File: src/npa_pkg.sv
// ----------------------------------------------------------------------------
// npa_pkg
// Shared widths, opcodes and constants of the number pool allocator.
// ----------------------------------------------------------------------------
`timescale 1ns / 1ps
`default_nettype none

package npa_pkg;

    localparam int DEFAULT_CAPACITY = 256;
    localparam int ID_LIMIT         = 256;

    localparam int OP_W      = 2;
    localparam int ID_W      = 8;
    localparam int GRANT_W   = 9;
    localparam int TOTAL_W   = 9;
    localparam int S_TDATA_W = 8;
    localparam int M_TDATA_W = 16;

    localparam logic [OP_W-1:0] OP_GET     = 2'd0;
    localparam logic [OP_W-1:0] OP_CHECK   = 2'd1;
    localparam logic [OP_W-1:0] OP_RELEASE = 2'd2;

    localparam logic [GRANT_W-1:0] GRANT_NONE = 9'h1FF;

    // m_tdata bit positions
    localparam int M_FREE_BIT = GRANT_W;
    localparam int M_ACC_BIT  = GRANT_W + 1;

endpackage

`default_nettype wire

File: src/number_pool_allocator_unit.sv
// ----------------------------------------------------------------------------
// number_pool_allocator_unit
// Identifier pool on a LIFO free stack in synchronous RAM plus a held bitmap RAM.
// ----------------------------------------------------------------------------
// Each request has an accept cycle and an execute cycle. The accept cycle
// issues the stack read at the top-of-stack address and the bitmap read at
// the request number. The execute cycle writes back the stack RAM and the
// held bitmap RAM and loads the result register. s_tready is low in that
// cycle and stays low while the result register is still occupied, so a new
// request is taken only after the last one is done. After reset and after
// each cfg write of total_numbers, the held bitmap RAM is cleared one entry
// per cycle, all DEPTH entries (256 by default), with s_tready low. The stack
// needs no fill: slots below the lowest fill level seen since the restart read
// as their own index. Effective pool size is min(total_numbers, CAPACITY, 256).
// ----------------------------------------------------------------------------
`timescale 1ns / 1ps
`default_nettype none

module number_pool_allocator_unit #(
    parameter int CAPACITY = npa_pkg::DEFAULT_CAPACITY
) (
    input  wire logic                          aclk,
    input  wire logic                          aresetn,
    input  wire logic                          s_tvalid,
    output logic                               s_tready,
    input  wire logic [npa_pkg::S_TDATA_W-1:0] s_tdata,   // [7:0] number
    input  wire logic [npa_pkg::OP_W-1:0]      s_tuser,   // [1:0] opcode
    output logic                               m_tvalid,
    input  wire logic                          m_tready,
    // [8:0] granted_number, [9] is_free, [10] release_accepted, [15:11] zero
    output logic [npa_pkg::M_TDATA_W-1:0]      m_tdata,
    input  wire logic                          cfg_wr_en,
    input  wire logic [npa_pkg::TOTAL_W-1:0]   cfg_wr_data
);
    import npa_pkg::*;

    localparam int DEPTH   = (CAPACITY < ID_LIMIT) ? CAPACITY : ID_LIMIT;
    localparam int ADDR_W  = $clog2(DEPTH);
    localparam int COUNT_W = $clog2(DEPTH + 1);

    typedef enum logic [1:0] {ST_CLEAR, ST_IDLE, ST_EXEC} state_t;

    state_t               state_reg,  state_next;
    logic [COUNT_W-1:0]   count_reg,  count_next;
    logic [COUNT_W-1:0]   low_reg,    low_next;
    logic [ADDR_W-1:0]    clr_reg,    clr_next;
    logic [OP_W-1:0]      op_reg;
    logic [ID_W-1:0]      num_reg;
    logic [ADDR_W-1:0]    idx_reg;
    logic                 out_valid_reg, out_valid_next;
    logic [GRANT_W-1:0]   grant_reg,  grant_next;
    logic                 free_reg,   free_next;
    logic                 acc_reg,    acc_next;

    logic [ID_W-1:0]      stack_mem [DEPTH];
    logic [ID_W-1:0]      rd_data_reg;
    logic                 held_mem [DEPTH];
    logic                 held_rd_reg;

    logic                 s_acc;
    logic [COUNT_W-1:0]   count_dec;
    logic [ADDR_W-1:0]    rd_addr;
    logic                 finish;
    logic                 pop_ok;
    logic [ID_W-1:0]      pop_id;
    logic                 in_pool;
    logic                 held_bit;
    logic                 push_ok;
    logic                 wr_en;
    logic                 get_wr;
    logic                 held_we;
    logic [ADDR_W-1:0]    held_waddr;
    logic                 held_wdata;
    logic [COUNT_W-1:0]   cfg_size;

    assign s_tready  = (state_reg == ST_IDLE);
    assign s_acc     = s_tvalid && s_tready;
    assign count_dec = count_reg - COUNT_W'(1);
    assign rd_addr   = count_dec[ADDR_W-1:0];
    assign finish    = (state_reg == ST_EXEC) && (!out_valid_reg || m_tready);

    assign pop_ok   = (count_reg != '0);
    assign pop_id   = (COUNT_W'(idx_reg) >= low_reg) ? rd_data_reg : ID_W'(idx_reg);
    assign in_pool  = ({1'b0, num_reg} < TOTAL_W'(DEPTH));
    assign held_bit = in_pool && held_rd_reg;
    assign push_ok  = held_bit && (count_reg < COUNT_W'(DEPTH));
    assign wr_en    = finish && (op_reg == OP_RELEASE) && push_ok;
    assign get_wr   = finish && (op_reg == OP_GET) && pop_ok;

    assign held_we    = (state_reg == ST_CLEAR) || get_wr || wr_en;
    assign held_waddr = (state_reg == ST_CLEAR) ? clr_reg
                      : get_wr ? pop_id[ADDR_W-1:0] : num_reg[ADDR_W-1:0];
    assign held_wdata = get_wr;

    assign cfg_size = (cfg_wr_data > TOTAL_W'(DEPTH)) ? COUNT_W'(DEPTH)
                                                      : COUNT_W'(cfg_wr_data);

    always_comb begin
        state_next     = state_reg;
        count_next     = count_reg;
        low_next       = low_reg;
        clr_next       = clr_reg;
        out_valid_next = out_valid_reg && !m_tready;
        grant_next     = grant_reg;
        free_next      = free_reg;
        acc_next       = acc_reg;

        unique case (state_reg)
            ST_CLEAR: begin
                clr_next = clr_reg + ADDR_W'(1);
                if (clr_reg == ADDR_W'(DEPTH - 1)) begin
                    state_next = ST_IDLE;
                end
            end
            ST_IDLE: begin
                if (s_acc) begin
                    state_next = ST_EXEC;
                end
            end
            ST_EXEC: begin
                if (finish) begin
                    state_next     = ST_IDLE;
                    out_valid_next = 1'b1;
                    grant_next     = GRANT_NONE;
                    free_next      = 1'b0;
                    acc_next       = 1'b0;
                    case (op_reg)
                        OP_GET: begin
                            if (pop_ok) begin
                                count_next = count_dec;
                                if (count_dec < low_reg) begin
                                    low_next = count_dec;
                                end
                                grant_next = {1'b0, pop_id};
                            end
                        end
                        OP_CHECK: begin
                            free_next = !held_bit;
                        end
                        OP_RELEASE: begin
                            if (push_ok) begin
                                count_next = count_reg + COUNT_W'(1);
                                acc_next = 1'b1;
                            end
                        end
                        default: begin
                        end
                    endcase
                end
            end
        endcase

        if (cfg_wr_en) begin
            state_next = ST_CLEAR;
            clr_next   = '0;
            count_next = cfg_size;
            low_next   = cfg_size;
        end
    end

    always_ff @(posedge aclk) begin
        if (!aresetn) begin
            state_reg     <= ST_CLEAR;
            count_reg     <= COUNT_W'(DEPTH);
            low_reg       <= COUNT_W'(DEPTH);
            clr_reg       <= '0;
            out_valid_reg <= 1'b0;
        end else begin
            state_reg     <= state_next;
            count_reg     <= count_next;
            low_reg       <= low_next;
            clr_reg       <= clr_next;
            out_valid_reg <= out_valid_next;
        end
        if (s_acc) begin
            op_reg  <= s_tuser;
            num_reg <= s_tdata[ID_W-1:0];
            idx_reg <= rd_addr;
        end
        grant_reg <= grant_next;
        free_reg  <= free_next;
        acc_reg   <= acc_next;
    end

    always_ff @(posedge aclk) begin
        if (wr_en) begin
            stack_mem[count_reg[ADDR_W-1:0]] <= num_reg;
        end
        rd_data_reg <= stack_mem[rd_addr];
    end

    always_ff @(posedge aclk) begin
        if (held_we) begin
            held_mem[held_waddr] <= held_wdata;
        end
        if (s_acc) begin
            held_rd_reg <= held_mem[s_tdata[ADDR_W-1:0]];
        end
    end

    assign m_tvalid = out_valid_reg;
    assign m_tdata  = {{(M_TDATA_W - GRANT_W - 2){1'b0}}, acc_reg, free_reg, grant_reg};

endmodule

`default_nettype wire

File: config.mk
export PLATFORM = sky130hd
export DESIGN_NAME = number_pool_allocator_unit
export DESIGN_NICKNAME = d
export VERILOG_FILES = /design/src/npa_pkg.sv /design/src/number_pool_allocator_unit.sv
export SDC_FILE = /design/constraint.sdc
export NUM_CORES = 2
export LEC_CHECK = 0
export BUFFER_PORTS_ARGS = -buffer_cell sky130_fd_sc_hd__buf_4
export CAP_MARGIN = 20
export CORE_ASPECT_RATIO = 1.25
export CORE_MARGIN = 1.5
export CORE_UTILIZATION = 27
export DETAILED_ROUTE_END_ITERATION = 10
export GPL_ROUTABILITY_DRIVEN = 0
export PLACE_DENSITY = 0.48
export SLEW_MARGIN = 0
export SYNTH_ARGS = -nofsm -noshare
export SYNTH_HDL_FRONTEND = slang
export SYNTH_SLANG_ARGS = --single-unit
File: constraint.sdc
create_clock -name aclk -period 12.7 [get_ports aclk]
set_input_delay 0 -clock aclk [delete_from_list [all_inputs] [get_ports aclk]]
set_output_delay 0 -clock aclk [all_outputs]
set_load 0.02 [all_outputs]
==> load_flow_metrics.sql <==
INSERT INTO impl_metrics (metric_group, metric, value, unit) VALUES
('layout', 'layout.nets', '4575', ''),
('global_routing', 'groute.usage.overall', '0.139', ''),
('sta', 'finalSetupViolations', '0', ''),
('yosys', 'syn-instance-count', '4341', ''),
('floorplanning', 'placement_rows', '241', ''),
('yosys', 'yosys_most_used_dff', 'sky130_fd_sc_hd__edfxtp_1', ''),
('yosys', 'synth-edff-count', '2334', ''),
('routing', 'drtAntennaViolNets', '0', ''),
('clock_tree', 'ctsRootBufferMaster', 'sky130_fd_sc_hd__clkbuf_16', ''),
('setup_path', 'timing.critical_path.required', '13.49', 'ns'),
('floorplanning', 'die_width', '530', 'um'),
('layout', 'num-fill-cells', '33100', ''),
('clock_tree', 'clk_latency', '0.93', 'ns'),
('yosys', 'avgSynthCellArea', '21.6', 'sq um'),
('run', 'timing.max_cap.violations', '0', ''),
('yosys', 'number_of_flip_flops_and_latches_in_the_synthesized_netlist', '2371', ''),
('routing', 'total_wirelength_of_the_detailed_routed_design', '246000', 'um'),
('layout', 'multi_input_comb_area', '21700', 'sq um'),
('global_routing', 'global_route_wire_length_before_repair', '352000', 'um'),
('yosys', 'yosys.cell_types.count', '65', ''),
('routing', 'violation_count_after_the_first_detailed_route_iteration', '3858', ''),
('sta', 'clock-skew-final', '0.0957', 'ns'),
('global_routing', 'overflow', '0', ''),
('global_routing', 'groute.layer.met3.usage', '0.0180', ''),
('sta', 'finalHoldViolCount', '0', ''),
('clock_tree', 'clkTransAtPathRegs', '0.06', 'ns'),
('layout', 'stdcell_count', '9340', ''),
('placed_design', 'numPortBuffers', '36', ''),
('global_routing', 'grt-busiest-layer', 'met2', ''),
('yosys', 'netlist_top_cells_count', 'sky130_fd_sc_hd__edfxtp_1 (2334), sky130_fd_sc_hd__mux4_2 (722), sky130_fd_sc_hd__nor2_1 (496), sky130_fd_sc_hd__clkbuf_1 (157), sky130_fd_sc_hd__nand2_1 (73)', ''),
('pwr', 'irDropWorstVdd', '127', 'uV'),
('yosys', 'synth_seq_area_share', '0.757', ''),
('floorplanning', 'design.core.area', '345000', 'sq um'),
('setup_path', 'cells_along_the_critical_path', 'inv_1, ha_4, buf_4, inv_1, ha_1, a21boi_0, o21a_1, o21a_1, o2111ai_1, a21oi_1, a2111oi_4, mux2i_1, o21ai_0, dlygate4sd3_1', ''),
('routing', 'num_vias', '44100', ''),
('clock_tree', 'cts.htree.levels', '4', ''),
('sta', 'fmax', '152', 'MHz'),
('worst_hold_path', 'min-delay-path-class', 'in2reg', ''),
('global_routing', 'gr-usage-met2', '0.246', ''),
('yosys', 'yosysWarningCount', '0', ''),
('routing', 'detail_route.wl_per_cell', '26.3', 'um'),
('yosys', 'synthDominantAreaCellType', 'sky130_fd_sc_hd__edfxtp_1', ''),
('sta', 'finalCriticalPeriod', '6.58', 'ns'),
('floorplanning', 'boundaryPins', '42', ''),
('setup_path', 'start_kind', 'flop', ''),
('layout', 'largest_register_ffs', '2048', ''),
('routing', 'drt-vias-per-instance', '4.72', ''),
('sta', 'slew_at_the_pin_closest_to_its_max_slew_limit', '1.29', 'ns'),
('yosys', 'synthTopCellsByArea', 'sky130_fd_sc_hd__edfxtp_1 (75%), sky130_fd_sc_hd__mux4_2 (17%), sky130_fd_sc_hd__nor2_1 (2.0%)', ''),
('run_status', 'status', 'finished clean', ''),
('pwr', 'total_power', '16.4', 'mW'),
('layout', 'area_delta_synth_final', '15.1', '%'),
('sta', 'timing.slew.headroom', '0.139', ''),
('clock_tree', 'clock_sink_count', '2371', ''),
('yosys', 'netlist_area', '93600', 'sq um'),
('clock_tree', 'cts_tree', 'yes', ''),
('setup_path', 'timing.critical_path.to_type', 'flop', ''),
('sta', 'final_max_slew_viol_count', '0', ''),
('floorplanning', 'start_util', '0.271', ''),
('placed_design', 'hpwlAfterDp', '142000', 'um'),
('placed_design', 'post-place-cells', '8847', ''),
('global_routing', 'grt_pass1_vias', '46300', ''),
('yosys', 'synth_async_sr_flop_share', '0', ''),
('floorplanning', 'die_outline_height', '661', 'um'),
('layout', 'drive_above_1_share', '0.280', ''),
('sta', 'unrepaired_setup_endpoints_after_global_routing', 'false', ''),
('sta', 'hold_slack', '0.0447', 'ns'),
('setup_path', 'worst-endpoint-arrival', '7.38', 'ns'),
('clock_tree', 'cts_setup_buffers', '0', ''),
('global_routing', 'number_of_antenna_violations_at_the_first_check_in_global_routing', '8', ''),
('global_routing', 'use_met1', '0.179', '');
## layer usage
| layer | part of all wire | routed length [um] |
|---|---|---|
| met1 | 0.41 | 101000 |
| met2 | 0.52 | 128000 |
| met3 | 0.047 | 11500 |
| met4 | 0.023 | 5630 |
| met5 | 0 | 0 |
## critical path, delay by kind of cell (launching register included)
kind / cells / cell delay [ns]
multiplexers: 1 / 0.28
buffers and inverters: 4 / 1.96
AO/OA/AOI/OAI: 7 / 1.88
flip-flops: 1 / 0.91
adder cells (fa/ha/maj): 2 / 1.31
## area by class of cell
class	instances	share of cell area
tap	4617	0.0536
multi-input combinational	1687	0.201
sequential	2371	0.657
clock buffer	284	0.0571
inverter	19	0.000731
clock inverter	146	0.0118
antenna	2	0.0000464
timing repair buffer	214	0.0185
## layout by cell type, fill, tap and decap left out, types with 8 or more instances in the layout
cell and count:
sky130_fd_sc_hd__nand3_1 13, sky130_fd_sc_hd__nor2_1 492, sky130_fd_sc_hd__buf_6 13, sky130_fd_sc_hd__clkbuf_1 45, sky130_fd_sc_hd__nand4_1 24, sky130_fd_sc_hd__mux2i_1 11, sky130_fd_sc_hd__a22o_1 16, sky130_fd_sc_hd__bufinv_16 22
sky130_fd_sc_hd__o221ai_1 8, sky130_fd_sc_hd__nor3_1 9, sky130_fd_sc_hd__nand3_2 13, sky130_fd_sc_hd__buf_4 135, sky130_fd_sc_hd__buf_12 11, sky130_fd_sc_hd__dlygate4sd3_1 50, sky130_fd_sc_hd__a221oi_1 16, sky130_fd_sc_hd__nand4_4 8
sky130_fd_sc_hd__nor2_2 52, sky130_fd_sc_hd__ha_1 20, sky130_fd_sc_hd__a21o_1 12, sky130_fd_sc_hd__edfxtp_1 2334, sky130_fd_sc_hd__o21ai_0 18, sky130_fd_sc_hd__xnor2_1 11, sky130_fd_sc_hd__a21oi_1 19, sky130_fd_sc_hd__inv_1 18
sky130_fd_sc_hd__clkinv_2 47, sky130_fd_sc_hd__nor2b_1 9, sky130_fd_sc_hd__dfxtp_1 36, sky130_fd_sc_hd__mux4_2 722, sky130_fd_sc_hd__a22oi_1 46, sky130_fd_sc_hd__clkinv_1 63, sky130_fd_sc_hd__clkbuf_16 239, sky130_fd_sc_hd__nand2_1 72
## cell families (layout without fill, tap and decap cells)
| family | Yosys count | count (layout) | share of synthesized area |
|---|---|---|---|
| fa+ha+maj | 21 | 21 | 0.00281 |
| simple gates | 733 | 733 | 0.0355 |
| other cells | 1 | 7 | 0.0000401 |
| compound gates | 175 | 175 | 0.0145 |
| xor+xnor | 20 | 20 | 0.00187 |
| mux | 733 | 733 | 0.175 |
| flops | 2371 | 2371 | 0.757 |
| buf+inv | 287 | 663 | 0.0138 |
## repair_timing
item	in CTS	in global routing
endpoints found under the hold margin	67	0
gates resized for setup	0	0
hold buffers	50	0
## worst paths after layout
check                from         end  slack (ns)  cells after the start
max          count_reg[0]  low_reg[3]        6.12                     14
min            s_tdata[4]  num_reg[4]        0.04                      2
max reg2reg  count_reg[0]  low_reg[3]        6.12                     14
min reg2reg    clr_reg[1]  clr_reg[1]        0.51                      2
## where the power goes
| group | internal [mW] | leakage, nW | switching (mW) |
|---|---|---|---|
| clock | 3.88 | 3.64 | 3.00 |
| combinational | 0.422 | 6.74 | 0.582 |
| sequential | 8.48 | 21.9 | 0.0459 |
| total | 12.8 | 32.3 | 3.63 |
## metrics by stage
step	utilization	worst slack (ns)	cell area [sq um]
3_3_place_gp	0.289	6.20	99600
4_1_cts	0.312	5.99	108000
3_5_place_dp	0.289	6.12	99700
5_1_grt	0.312	5.66	108000
2_1_floorplan	-	7.56	93600
6_report	0.312	6.12	108000
(Power assumes the default switching activity.)
